## config.mk

```make
export PLATFORM = sky130hd
export DESIGN_NAME = addrinfo_record_endpoint_parser_flat
export DESIGN_NICKNAME = d
export VERILOG_FILES = /design/src/rtl/aip_pkg.sv /design/src/rtl/aip_if.sv /design/src/rtl/aip_addr_check.sv /design/src/rtl/aip_parse_core.sv /design/src/rtl/addrinfo_record_endpoint_parser.sv /design/src/flat_wrapper.sv
export SDC_FILE = /design/constraint.sdc
export NUM_CORES = 1
export LEC_CHECK = 0
export ABC_AREA = 1
export BUFFER_PORTS_ARGS = -buffer_cell sky130_fd_sc_hd__buf_4
export CAP_MARGIN = 20
export CORE_AREA = 5 5 238 240
export CTS_CLUSTER_DIAMETER = 30
export DETAILED_ROUTE_END_ITERATION = 12
export DIE_AREA = 0 0 243 245
export HOLD_SLACK_MARGIN = 0.1
export PLACE_DENSITY = 0.79
export SYNTH_ARGS = -nofsm -noshare
export SYNTH_HDL_FRONTEND = slang
export SYNTH_SLANG_ARGS = --single-unit
```

## constraint.sdc

```tcl
create_clock -name clk -period 4.2 [get_ports clk]
set_clock_uncertainty 0.2 [all_clocks]
set_input_delay 0.42 -clock clk [delete_from_list [all_inputs] [get_ports clk]]
set_output_delay 0.42 -clock clk [all_outputs]
set_load 0.005 [all_outputs]
```

## src/rtl/aip_pkg.sv

```systemverilog
// ----------------------------------------------------------------------------
// aip_pkg
// Shared types and constants of the address record endpoint parser.
// ----------------------------------------------------------------------------
package aip_pkg;

  // Record header layout (byte positions, counted from zero)
  localparam int          HEADER_BYTES   = 24;
  localparam logic [4:0]  HDR_MAGIC_END  = 5'd3;
  localparam logic [4:0]  HDR_FAMILY_END = 5'd11;
  localparam logic [4:0]  HDR_LAST       = 5'(HEADER_BYTES - 1);

  // Socket address rules
  localparam logic [31:0] FAMILY_INET      = 32'd2;
  localparam logic [31:0] FAMILY_INET6     = 32'd28;
  localparam logic [31:0] INET_ADDR_BYTES  = 32'd16;
  localparam logic [31:0] INET6_ADDR_BYTES = 32'd28;
  localparam logic [31:0] EMPTY_ADDR_LEN   = 32'd4;
  localparam logic [31:0] MIN_ADDR_LEN     = 32'd4;

  // Address bytes 0..23 are the only ones ever examined
  localparam int ADDR_KEEP = 24;
  typedef logic [ADDR_KEEP-1:0][7:0] addr_bytes_t;

  // Result status codes
  localparam logic [1:0] STATUS_FOUND   = 2'd0;
  localparam logic [1:0] STATUS_BAD     = 2'd1;
  localparam logic [1:0] STATUS_NO_ADDR = 2'd2;

  typedef enum logic [1:0] {
    PH_HEADER,
    PH_ADDR,
    PH_NAME
  } phase_t;

  // Verdict on one socket address
  typedef struct packed {
    logic        ok;
    logic        is_ipv6;
    logic [15:0] port;
    logic [63:0] addr_hi;
    logic [63:0] addr_lo;
  } addr_check_t;

  // One result item
  typedef struct packed {
    logic [1:0]  status;
    logic        is_ipv6;
    logic [15:0] port_number;
    logic [63:0] addr_upper;
    logic [63:0] addr_lower;
  } out_item_t;

endpackage

```

## src/rtl/aip_if.sv

```systemverilog
// ----------------------------------------------------------------------------
// aip_if
// Valid/ready channels: byte stream in, endpoint result out.
// ----------------------------------------------------------------------------
interface aip_byte_if;
  logic       valid;
  logic       ready;
  logic [7:0] data_byte;
  logic       last_byte;

  modport source (output valid, output data_byte, output last_byte, input ready);
  modport sink   (input valid, input data_byte, input last_byte, output ready);
endinterface

interface aip_result_if;
  logic        valid;
  logic        ready;
  logic [1:0]  status;
  logic        is_ipv6;
  logic [15:0] port_number;
  logic [63:0] addr_upper;
  logic [63:0] addr_lower;

  modport source (output valid, output status, output is_ipv6, output port_number,
                  output addr_upper, output addr_lower, input ready);
  modport sink   (input valid, input status, input is_ipv6, input port_number,
                  input addr_upper, input addr_lower, output ready);
endinterface

```

## src/rtl/aip_addr_check.sv

```systemverilog
// ----------------------------------------------------------------------------
// aip_addr_check
// Validates a socket address against the record family and extracts the
// port and address words.
// ----------------------------------------------------------------------------
module aip_addr_check (
  input  aip_pkg::addr_bytes_t addr_bytes,
  input  logic [31:0]          addr_len,
  input  logic [31:0]          family,
  output aip_pkg::addr_check_t verdict
);

  logic [31:0] lead;
  logic [31:0] fam_byte;
  logic        base_ok;

  assign lead     = {24'd0, addr_bytes[0]};
  assign fam_byte = {24'd0, addr_bytes[1]};
  assign base_ok  = (addr_len >= aip_pkg::MIN_ADDR_LEN) && (fam_byte == family) &&
                    (lead <= addr_len);

  // Judge by family and pack the address words
  always_comb begin
    verdict         = '0;
    verdict.port    = {addr_bytes[2], addr_bytes[3]};
    priority if (family == aip_pkg::FAMILY_INET) begin
      verdict.ok      = base_ok && (addr_len >= aip_pkg::INET_ADDR_BYTES) &&
                        (lead >= aip_pkg::INET_ADDR_BYTES);
      verdict.is_ipv6 = 1'b0;
      verdict.addr_hi = {addr_bytes[4], addr_bytes[5], addr_bytes[6], addr_bytes[7], 32'd0};
    end else if (family == aip_pkg::FAMILY_INET6) begin
      verdict.ok      = base_ok && (addr_len >= aip_pkg::INET6_ADDR_BYTES) &&
                        (lead >= aip_pkg::INET6_ADDR_BYTES);
      verdict.is_ipv6 = 1'b1;
      for (int i = 0; i < 8; i++) begin
        verdict.addr_hi[63-8*i -: 8] = addr_bytes[8+i];
        verdict.addr_lo[63-8*i -: 8] = addr_bytes[16+i];
      end
    end else begin
      verdict.ok = 1'b0;
    end
  end

endmodule

```

## src/rtl/aip_parse_core.sv

```systemverilog
// ----------------------------------------------------------------------------
// aip_parse_core
// Per-byte record parser: header fields, address capture, name skip, and
// the result for the final byte of a buffer.
// ----------------------------------------------------------------------------
module aip_parse_core (
  input  logic                clk,
  input  logic                rst_n,
  input  logic                step_valid,
  input  logic [7:0]          step_byte,
  input  logic                step_last,
  input  logic [31:0]         record_magic,
  output logic                res_valid,
  output aip_pkg::out_item_t  res_item
);

  aip_pkg::phase_t phase_r, phase_nxt;
  logic [4:0]      hdr_cnt_r, hdr_cnt_nxt;
  logic [31:0]     hdr_word_r, hdr_word_nxt;
  logic [31:0]     family_r, family_nxt;
  logic [31:0]     addr_len_r, addr_len_nxt;
  logic [31:0]     addr_cnt_r, addr_cnt_nxt;
  logic            found_r, found_nxt;
  logic            err_r, err_nxt;
  logic            ch_ipv6_r, ch_ipv6_nxt;
  logic [15:0]     ch_port_r, ch_port_nxt;
  logic [63:0]     ch_hi_r, ch_hi_nxt;
  logic [63:0]     ch_lo_r, ch_lo_nxt;
  logic [7:0]      store_r [aip_pkg::ADDR_KEEP];

  logic                 take;
  logic                 clear;
  logic [31:0]          shifted;
  logic [31:0]          cnt_inc;
  logic                 addr_done;
  logic                 store_wr;
  aip_pkg::addr_bytes_t merged;
  aip_pkg::addr_check_t verdict;

  assign take      = step_valid && !err_r;
  assign clear     = step_valid && step_last;
  assign shifted   = {hdr_word_r[23:0], step_byte};
  assign cnt_inc   = addr_cnt_r + 32'd1;
  assign addr_done = (phase_r == aip_pkg::PH_ADDR) && (cnt_inc == addr_len_r);
  assign store_wr  = take && (phase_r == aip_pkg::PH_ADDR) &&
                     (addr_cnt_r < 32'(aip_pkg::ADDR_KEEP));

  // Overlay the byte being written on the stored address
  always_comb begin
    for (int i = 0; i < aip_pkg::ADDR_KEEP; i++) begin
      merged[i] = (addr_cnt_r == 32'(i)) ? step_byte : store_r[i];
    end
  end

  aip_addr_check u_check (
    .addr_bytes (merged),
    .addr_len   (addr_len_r),
    .family     (family_r),
    .verdict    (verdict)
  );

  // Next parse phase
  always_comb begin
    phase_nxt = phase_r;
    if (take) begin
      unique case (phase_r)
        aip_pkg::PH_HEADER: if (hdr_cnt_r == aip_pkg::HDR_LAST) phase_nxt = aip_pkg::PH_ADDR;
        aip_pkg::PH_ADDR:   if (addr_done) phase_nxt = aip_pkg::PH_NAME;
        aip_pkg::PH_NAME:   if (step_byte == 8'd0) phase_nxt = aip_pkg::PH_HEADER;
        default:            phase_nxt = phase_r;
      endcase
    end
  end

  // Header counters, address counters and the kept endpoint
  always_comb begin
    hdr_cnt_nxt  = hdr_cnt_r;
    hdr_word_nxt = hdr_word_r;
    family_nxt   = family_r;
    addr_len_nxt = addr_len_r;
    addr_cnt_nxt = addr_cnt_r;
    found_nxt    = found_r;
    err_nxt      = err_r;
    ch_ipv6_nxt  = ch_ipv6_r;
    ch_port_nxt  = ch_port_r;
    ch_hi_nxt    = ch_hi_r;
    ch_lo_nxt    = ch_lo_r;
    if (take) begin
      unique case (phase_r)
        aip_pkg::PH_HEADER: begin
          hdr_word_nxt = shifted;
          if (hdr_cnt_r == aip_pkg::HDR_MAGIC_END && shifted != record_magic) begin
            err_nxt = 1'b1;
          end else if (hdr_cnt_r == aip_pkg::HDR_FAMILY_END) begin
            family_nxt = shifted;
          end
          if (hdr_cnt_r == aip_pkg::HDR_LAST) begin
            addr_len_nxt = (shifted == 32'd0) ? aip_pkg::EMPTY_ADDR_LEN : shifted;
            addr_cnt_nxt = 32'd0;
            hdr_cnt_nxt  = 5'd0;
          end else begin
            hdr_cnt_nxt = hdr_cnt_r + 5'd1;
          end
        end
        aip_pkg::PH_ADDR: begin
          addr_cnt_nxt = cnt_inc;
          if (addr_done && !found_r && verdict.ok) begin
            found_nxt   = 1'b1;
            ch_ipv6_nxt = verdict.is_ipv6;
            ch_port_nxt = verdict.port;
            ch_hi_nxt   = verdict.addr_hi;
            ch_lo_nxt   = verdict.addr_lo;
          end
        end
        aip_pkg::PH_NAME: begin
          if (step_byte == 8'd0) begin
            hdr_cnt_nxt  = 5'd0;
            hdr_word_nxt = 32'd0;
          end
        end
        default: begin
          hdr_cnt_nxt = hdr_cnt_r;
        end
      endcase
    end
  end

  // Result for the final byte, taken from the updated state
  always_comb begin
    res_valid = clear;
    res_item  = '0;
    if (err_nxt || phase_nxt != aip_pkg::PH_HEADER || hdr_cnt_nxt != 5'd0) begin
      res_item.status = aip_pkg::STATUS_BAD;
    end else if (!found_nxt) begin
      res_item.status = aip_pkg::STATUS_NO_ADDR;
    end else begin
      res_item.status      = aip_pkg::STATUS_FOUND;
      res_item.is_ipv6     = ch_ipv6_nxt;
      res_item.port_number = ch_port_nxt;
      res_item.addr_upper  = ch_hi_nxt;
      res_item.addr_lower  = ch_lo_nxt;
    end
  end

  // Advance state; drop everything after the final byte
  always_ff @(posedge clk) begin
    if (!rst_n || clear) begin
      phase_r    <= aip_pkg::PH_HEADER;
      hdr_cnt_r  <= 5'd0;
      hdr_word_r <= 32'd0;
      family_r   <= 32'd0;
      addr_len_r <= 32'd0;
      addr_cnt_r <= 32'd0;
      found_r    <= 1'b0;
      err_r      <= 1'b0;
      ch_ipv6_r  <= 1'b0;
      ch_port_r  <= 16'd0;
      ch_hi_r    <= 64'd0;
      ch_lo_r    <= 64'd0;
    end else begin
      phase_r    <= phase_nxt;
      hdr_cnt_r  <= hdr_cnt_nxt;
      hdr_word_r <= hdr_word_nxt;
      family_r   <= family_nxt;
      addr_len_r <= addr_len_nxt;
      addr_cnt_r <= addr_cnt_nxt;
      found_r    <= found_nxt;
      err_r      <= err_nxt;
      ch_ipv6_r  <= ch_ipv6_nxt;
      ch_port_r  <= ch_port_nxt;
      ch_hi_r    <= ch_hi_nxt;
      ch_lo_r    <= ch_lo_nxt;
    end
  end

  // Capture address bytes
  always_ff @(posedge clk) begin
    if (store_wr) begin
      store_r[addr_cnt_r[4:0]] <= step_byte;
    end
  end

endmodule

```

## src/rtl/addrinfo_record_endpoint_parser.sv

```systemverilog
// ----------------------------------------------------------------------------
// addrinfo_record_endpoint_parser
// Top level: input register, record parser, result register.
// ----------------------------------------------------------------------------
// The block takes one byte of a record buffer per cycle, back to back, and
// produces one result per buffer, for the byte flagged as last. A byte is
// parsed straight from the input register, and the result for a final byte
// is registered in the output register. Every byte is handled by one pass
// of counter, shift and compare logic, which sets the rate at one byte per
// cycle; input stalls only while the byte in the input register is a final
// byte and the output register still holds a result that has not been
// taken. The user is to write the expected magic word through the cfg port
// only while no buffer is in flight; the block itself does not enforce it.
module addrinfo_record_endpoint_parser (
  input  logic                clk,
  input  logic                rst_n,
  aip_byte_if.sink            in_ch,
  aip_result_if.source        out_ch,
  input  logic                cfg_wr_en,
  input  logic [31:0]         cfg_wr_data
);

  logic               in_v_r;
  logic [7:0]         in_byte_r;
  logic               in_last_r;
  logic               adv;
  logic [31:0]        magic_r;
  logic               out_v_r;
  aip_pkg::out_item_t out_item_r;
  logic               res_valid;
  aip_pkg::out_item_t res_item;

  // Move a byte into the parser unless its result has nowhere to go
  assign adv         = in_v_r && (!in_last_r || !out_v_r || out_ch.ready);
  assign in_ch.ready = !in_v_r || adv;

  // Hold the magic word
  always_ff @(posedge clk) begin
    if (!rst_n) begin
      magic_r <= 32'd0;
    end else if (cfg_wr_en) begin
      magic_r <= cfg_wr_data;
    end
  end

  // Input register
  always_ff @(posedge clk) begin
    if (!rst_n) begin
      in_v_r <= 1'b0;
    end else if (in_ch.ready) begin
      in_v_r <= in_ch.valid;
    end
  end

  always_ff @(posedge clk) begin
    if (in_ch.ready) begin
      in_byte_r <= in_ch.data_byte;
      in_last_r <= in_ch.last_byte;
    end
  end

  aip_parse_core u_core (
    .clk          (clk),
    .rst_n        (rst_n),
    .step_valid   (adv),
    .step_byte    (in_byte_r),
    .step_last    (in_last_r),
    .record_magic (magic_r),
    .res_valid    (res_valid),
    .res_item     (res_item)
  );

  // Result register
  always_ff @(posedge clk) begin
    if (!rst_n) begin
      out_v_r <= 1'b0;
    end else if (res_valid) begin
      out_v_r <= 1'b1;
    end else if (out_ch.ready) begin
      out_v_r <= 1'b0;
    end
  end

  always_ff @(posedge clk) begin
    if (res_valid) begin
      out_item_r <= res_item;
    end
  end

  assign out_ch.valid       = out_v_r;
  assign out_ch.status      = out_item_r.status;
  assign out_ch.is_ipv6     = out_item_r.is_ipv6;
  assign out_ch.port_number = out_item_r.port_number;
  assign out_ch.addr_upper  = out_item_r.addr_upper;
  assign out_ch.addr_lower  = out_item_r.addr_lower;

endmodule

```

## src/flat_wrapper.sv

```systemverilog
// flat-port wrapper written by rule: the top's interface ports become plain ports
module addrinfo_record_endpoint_parser_flat 
  (clk, rst_n, cfg_wr_en, cfg_wr_data, in_ch_valid, in_ch_data_byte, in_ch_last_byte, in_ch_ready, out_ch_valid, out_ch_status, out_ch_is_ipv6, out_ch_port_number, out_ch_addr_upper, out_ch_addr_lower, out_ch_ready);
  aip_byte_if in_ch_i ();
  aip_result_if out_ch_i ();
  input  logic clk;
  input  logic rst_n;
  input  logic cfg_wr_en;
  input  logic [31:0] cfg_wr_data;
  input wire logic [$bits(in_ch_i.valid)-1:0] in_ch_valid;
  input wire logic [$bits(in_ch_i.data_byte)-1:0] in_ch_data_byte;
  input wire logic [$bits(in_ch_i.last_byte)-1:0] in_ch_last_byte;
  output wire logic [$bits(in_ch_i.ready)-1:0] in_ch_ready;
  output wire logic [$bits(out_ch_i.valid)-1:0] out_ch_valid;
  output wire logic [$bits(out_ch_i.status)-1:0] out_ch_status;
  output wire logic [$bits(out_ch_i.is_ipv6)-1:0] out_ch_is_ipv6;
  output wire logic [$bits(out_ch_i.port_number)-1:0] out_ch_port_number;
  output wire logic [$bits(out_ch_i.addr_upper)-1:0] out_ch_addr_upper;
  output wire logic [$bits(out_ch_i.addr_lower)-1:0] out_ch_addr_lower;
  input wire logic [$bits(out_ch_i.ready)-1:0] out_ch_ready;
  assign in_ch_i.valid = in_ch_valid;
  assign in_ch_i.data_byte = in_ch_data_byte;
  assign in_ch_i.last_byte = in_ch_last_byte;
  assign in_ch_ready = in_ch_i.ready;
  assign out_ch_valid = out_ch_i.valid;
  assign out_ch_status = out_ch_i.status;
  assign out_ch_is_ipv6 = out_ch_i.is_ipv6;
  assign out_ch_port_number = out_ch_i.port_number;
  assign out_ch_addr_upper = out_ch_i.addr_upper;
  assign out_ch_addr_lower = out_ch_i.addr_lower;
  assign out_ch_i.ready = out_ch_ready;
  addrinfo_record_endpoint_parser u_core (.clk(clk), .rst_n(rst_n), .in_ch(in_ch_i), .out_ch(out_ch_i), .cfg_wr_en(cfg_wr_en), .cfg_wr_data(cfg_wr_data));
endmodule
```

==> results by group, run 1 <==
Clocking
  • Clk sinks: 656
  • CTS tree: done
  • Cts bufs inserted: 117
  • Root Driver: clkbuf_16
  • Clock Pin Slew Worst Setup and Hold Paths: 50 ps
  • H-tree depth: 3
  • Clock Tree Buf Depth: 3
  • Clk_lat worst skew: 680 ps

STA
  • Rel. slew slack: 0.270
  • RSZ-0062 raised after global routing: true
  • Measured slew at the worst slew-check pin: 1100 ps
  • Fin crit period: between 4000 and 5000 ps
  • Post-route setup TNS: 0 ps
  • Final period utilization: 0.980
  • Post-layout worst setup margin: between 80 and 90 ps
  • Max-slew violations: 0
  • Setup violators final: 0
  • Peak Freq: between 200 and 250 MHz
  • Final Hold Violating Endpoints: 0

Final layout
  • N_diodes: 0
  • Share of post-route cells with drive strength above 1: 0.166
  • Commonest non-fill, non-tap cell in the layout: nand2_1
  • Final nets: 3,858
  • Most frequent cells in the layout: nand2_1 (753), nor2_1 (486), inv_1 (354)
  • Post-route design area: around 0.037 sq mm
  • Area Growth Syn to Fin: 26.8%
  • Final Non-Filler Cells: 4,608

Pwr
  • Pwr Density: 457 mW/mm^2
  • Peak VDD IR: 0.000523 V
  • Static leakage: 14.9 nW
  • Tot Pwr: 17.0 mW

Yosys
  • Sequential area share after synthesis: 0.565
  • Number of synthesized flops with an enable pin: 348
  • Post-Syn Nets: 3,537
  • YS warnings: 0
  • #FFs+latches synth: 656
  • Synthesized instance count: 3,478
  • Yosys cell types: 46
  • Mapped Area: 0.0294 sq mm
  • Ys async rst share: 0
  • Syn_area_per_cell: between 8 and 9 sq um
  • Top FF cell, synth: edfxtp_1

Placed design
  • PortBufs: 194
  • Placed cell area: 0.0318 sq mm
  • Gpl congestion: 0.950
  • Placed cells: roughly 4,300
  • HPWL after DPL: 48.2 mm
  • Place WS: 165 ps

Detailed routing
  • Vias per cell: around 5.6
  • Drt first pass iters: 6
  • WL final: 84.8 mm
  • DRC violations left: 0
  • DR WL/cell: 18.4 um
  • DR vias: about 26,000
  • Antenna Nets Post-Route: 0
  • DR iter-0 viols: 2,895

Setup path
  • Critical path capture point type: register
  • Slowest stage delay, CP: 340 ps
  • Worst Path Required: between 4000 and 5000 ps
  • Top cell by count, worst path: nor2_1
  • Startpoint types: register
  • Crit Path Class: reg2reg
  • Worst Path Arrival: 4430 ps
  • Slowest cell on the critical path: dfxtp_2
  • Max FO, Critical Path: 27

Global route
  • Number of global-route vias before repair: around 24,000
  • Initial antenna violation count: 0
  • Wire length of the first global-routing pass: 128 mm
  • GRT overflow: 0
  • Pin count of the biggest net entering global routing: 178
  • Aggregate global-route resource usage: 0.264

Floorplanning
  • IO Count: 195
  • Core ar.: ~0.054 sq mm
  • Die area: about 0.060 sq mm
  • Die Span X: between 200 and 250 um
  • Die height: 245 um
  • Initial Util: 0.540
  • Row count: 86

Flow run
  • Max_cap viols: 0

Worst hold path
  • Hold Path Class: reg2reg

Status
  • Status: finished clean
Yosys cell counts (21+ instances only):
cell type    n  area (sq um)
nand2_1    758          2850
nor2_1     501          1880
inv_1      356          1340
edfxtp_1   348         10500
dfxtp_1    308          6170
a21oi_1    262          1310
o21ai_0    221          1110
nand4_1    179          1120
clkbuf_1   138           518
nand3_1    122           611
nor2_2      48           300
buf_2       42           210
nor3_1      23           115
xnor2_1     21           184
power by group:
part           total [mW]  internal, mW  switching [mW]
combinational       0.470         0.164           0.306
clock                9.72          6.24            3.48
sequential           6.83          6.79          0.0399
total                17.0          13.2            3.82
area by class of cell:
| cell class | count | area [sq um] |
|---|---|---|
| Multi-Input combinational cell | 2263 | 10700 |
| Clock inverter | 88 | 1040 |
| Clock buffer | 136 | 3130 |
| Timing Repair Buffer | 396 | 3540 |
| Tap cell | 704 | 881 |
| Inverter | 365 | 1370 |
| Sequential cell | 656 | 16600 |
| Fill cell | 3905 | 17200 |
registers in the layout, indices dropped and copies added (netlist names), 64 cells and up, named ones only:
register	flops
u_core.u_core.store_r	192
u_core.out_ch.addr_lower	64
u_core.out_ch.addr_upper	64
u_core.u_core.ch_hi_r	64
u_core.u_core.ch_lo_r	64
path summary, 6_finish.rpt:
path                                from                      endpoint  slack, ps  cells past startpoint
min           u_core.u_core.family_r[23]    u_core.u_core.family_r[23]        260                      2
max          u_core.u_core.addr_cnt_r[0]  u_core.out_ch.addr_upper[12]         80                     27
max reg2reg  u_core.u_core.addr_cnt_r[0]  u_core.out_ch.addr_upper[12]         80                     27
min reg2reg   u_core.u_core.family_r[23]    u_core.u_core.family_r[23]        260                      2
worst max-delay path, delay by kind of cell (launching register included):
kind            cells  cell delay (ps)
compound gates      3              320
fa+ha+maj           2              450
flops               1              340
buf+inv             5              680
simple gates       17             1920
logic make-up (layout without fill, tap and decap cells):
logic type               Yosys count  count (layout)  synth area share
AND/OR/NAND/NOR                 1665            1666             0.243
flip-flops                       656             656             0.565
buffers and inverters            560             985            0.0754
AO/OA/AOI/OAI                    535             535            0.0947
XOR/XNOR                          33              33            0.0103
multiplexers                      16              16           0.00613
adder cells (fa/ha/maj)           13              13           0.00554
per-stage QoR:
stage | hold WS (ps) | util
floorplan | 229 | -
global placement | 239 | 0.584
detailed placement | 247 | 0.584
CTS | 230 | 0.675
global route | 262 | 0.684
finish | 256 | 0.684
layer usage:
layer	routed length [um]	global-route usage	vias to the layer above
met2	40800	0.436	1483
met3	8540	0.0479	232
met4	2970	0.107	0
met5	0	0	-
li1	-	-	12200
met1	32500	0.347	12000
repair_timing:
action,4_1_cts,5_1_grt
endpoints found under the setup margin,0,268
setup buffers,0,16
gates resized for setup,0,31
hold endpoints to repair,43,0
hold buffers,77,0
No activity file was read; power rests on OpenSTA's default activity.
==> run 2: changes to the inputs <==
RECOVER_POWER = 25   (was unset)
==> results by group, run 2 (synthesized netlist as in run 1, its figures left out) <==
Final layout
  • Area Growth Syn to Fin: 26.5%
  • Area of the multi-input gates: 0.0107 sq mm
  • Final Non-Filler Cells: 4,608
  • Final nets: 3,858
  • N_diodes: 0
  • Commonest non-fill, non-tap cell in the layout: nand2_1
  • Number of flip-flops in the largest register: approximately 190
  • Fillers: ~3,900
  • Most frequent cells in the layout: nand2_1 (753), nor2_1 (486), inv_1 (354)
  • Share of post-route cells with drive strength above 1: 0.161
  • Final Core Density: 0.683
  • Flip-flop and latch area: 0.0166 sq mm

Worst hold path
  • Hold Path Class: reg2reg
  • Hold EP: u_core.u_core.family_r[8]
  • Hold Path Origin: u_core.u_core.family_r[8]
  • Hold Path Depth: 2

Setup path
  • Crit Path Class: reg2reg
  • Slowest cell on the critical path: dfxtp_2
  • Max FO, Critical Path: 27
  • Crit path launch: u_core.u_core.addr_cnt_r[0]
  • Crit path max-delay family: simple AND/OR/NAND/NOR gates
  • FF-to-FF End: u_core.out_ch.addr_upper[12]
  • Worst Path Required: approximately 4500 ps
  • Reg-to-reg startpoint: u_core.u_core.addr_cnt_r[0]
  • Slowest stage delay, CP: 330 ps
  • R2R cell count: 27
  • Worst Path Arrival: 4410 ps
  • Critical path capture point type: register
  • Startpoint types: register
  • Worst Path Buf+Inv: 5
  • Top cell by count, worst path: nor2_1
  • R2R Setup Slk: around 110 ps

Detailed routing
  • DR vias: 25,900
  • WL met2: 40.8 mm
  • Antenna Nets Post-Route: 0
  • Drt first pass iters: 6
  • Met3 wire length: about 8.8 mm
  • DR WL/cell: 18.4 um
  • Vias per cell: approximately 5.6
  • Top Metal Used: met4
  • DRC violations left: 0
  • WL final: 84.8 mm
  • Post-Route M1 WL: 32.4 mm
  • DR iter-0 viols: 2,905

Flow run
  • Max_cap viols: 1

Global route
  • Initial antenna violation count: 0
  • Aggregate global-route resource usage: 0.264
  • GRT overflow: 0
  • Number of global-route vias before repair: 24,400
  • Pin count of the biggest net entering global routing: 178
  • Wire length of the first global-routing pass: 128 mm

Placed design
  • Gpl congestion: between 0.9 and 1
  • PortBufs: 194
  • HPWL after DPL: 48.2 mm
  • Placed cells: 4,279

STA
  • Measured slew at the worst slew-check pin: 2260 ps
  • Setup violators final: 0
  • RSZ-0062 raised after global routing: true
  • Final Hold Violating Endpoints: 0
  • Final period utilization: 0.975
  • Fin crit period: between 4000 and 5000 ps
  • Max-slew violations: 38
  • Peak Freq: 244 MHz
  • Rel. slew slack: -0.505

Floorplanning
  • Die height: 245 um
  • IO Count: 195
  • Die area: 0.0595 sq mm
  • Initial Util: 0.540
  • Core ar.: 0.0544 sq mm
  • Die Span X: between 200 and 250 um
  • Row count: 86

Clocking
  • Root Driver: clkbuf_16
  • Clk sinks: 656
  • Cts bufs inserted: 117
  • Clk_lat worst skew: 680 ps
  • H-tree depth: 3
  • Clock Pin Slew Worst Setup and Hold Paths: 50 ps
  • Clock Tree Buf Depth: 3
  • CTS tree: done

Pwr
  • Static leakage: 14.8 nW
  • Pwr Density: approximately 460 mW/mm^2
  • Peak VDD IR: 0.000523 V
  • Tot Pwr: 17.0 mW

Status
  • Status: finished, violations left
  • Failing checks: max-capacitance violations, max-slew violations
==> run 2: timing repair <==
item                       CTS  global route
hold endpoints to repair    43             0
setup endpoints to repair    0           268
setup buffers                0            16
gates resized for setup      0            31
hold buffers                77             0
==> run 2: metrics by stage <==
step	TNS, ps	hold slack, ps	cell area [sq um]	setup WS (ps)
after CTS	0	230	36800	88.1
final	0	256	37200	106
after global routing	-8700	271	37200	-104
after global placement	0	239	31800	240
after detailed placement	0	247	31800	165
after floorplan	0	229	29400	409
==> run 2: final cells by class <==
class	instances	area share
tap	704	0.0237
sequential	656	0.447
clock inverter	88	0.0280
inverter	365	0.0369
clock buffer	136	0.0843
multi-input combinational	2263	0.287
timing repair buffer	396	0.0932
==> run 2: metal layers <==
layer,vias to the layer above,GRT usage
li1,12200,-
met1,12000,0.347
met2,1501,0.436
met3,228,0.0479
met4,0,0.107
met5,-,0
==> run 2: power breakdown <==
group	leakage [nW]	total, mW	switching, mW	internal [mW]
clock network	2.00	9.72	3.47	6.24
logic	6.87	0.469	0.307	0.162
registers	5.95	6.83	0.0397	6.79
total	14.8	17.0	3.82	13.2
==> run 2: tightest hold or removal path, stage by stage (launching register included) <==
cell     delay [ps]
dfxtp_1         290
inv_1            60
a21oi_1          50
==> run 2: how the worst max path moves through the flow <==
stage	endpoint	depth (start not counted)
after floorplan	u_core.out_ch.is_ipv6	26
after global placement	u_core.out_ch.addr_upper[36]	26
after detailed placement	u_core.out_ch.addr_upper[36]	26
after CTS	u_core.out_ch.addr_lower[29]	26
after global routing	u_core.out_ch.addr_upper[16]	27
final	u_core.out_ch.addr_upper[12]	27
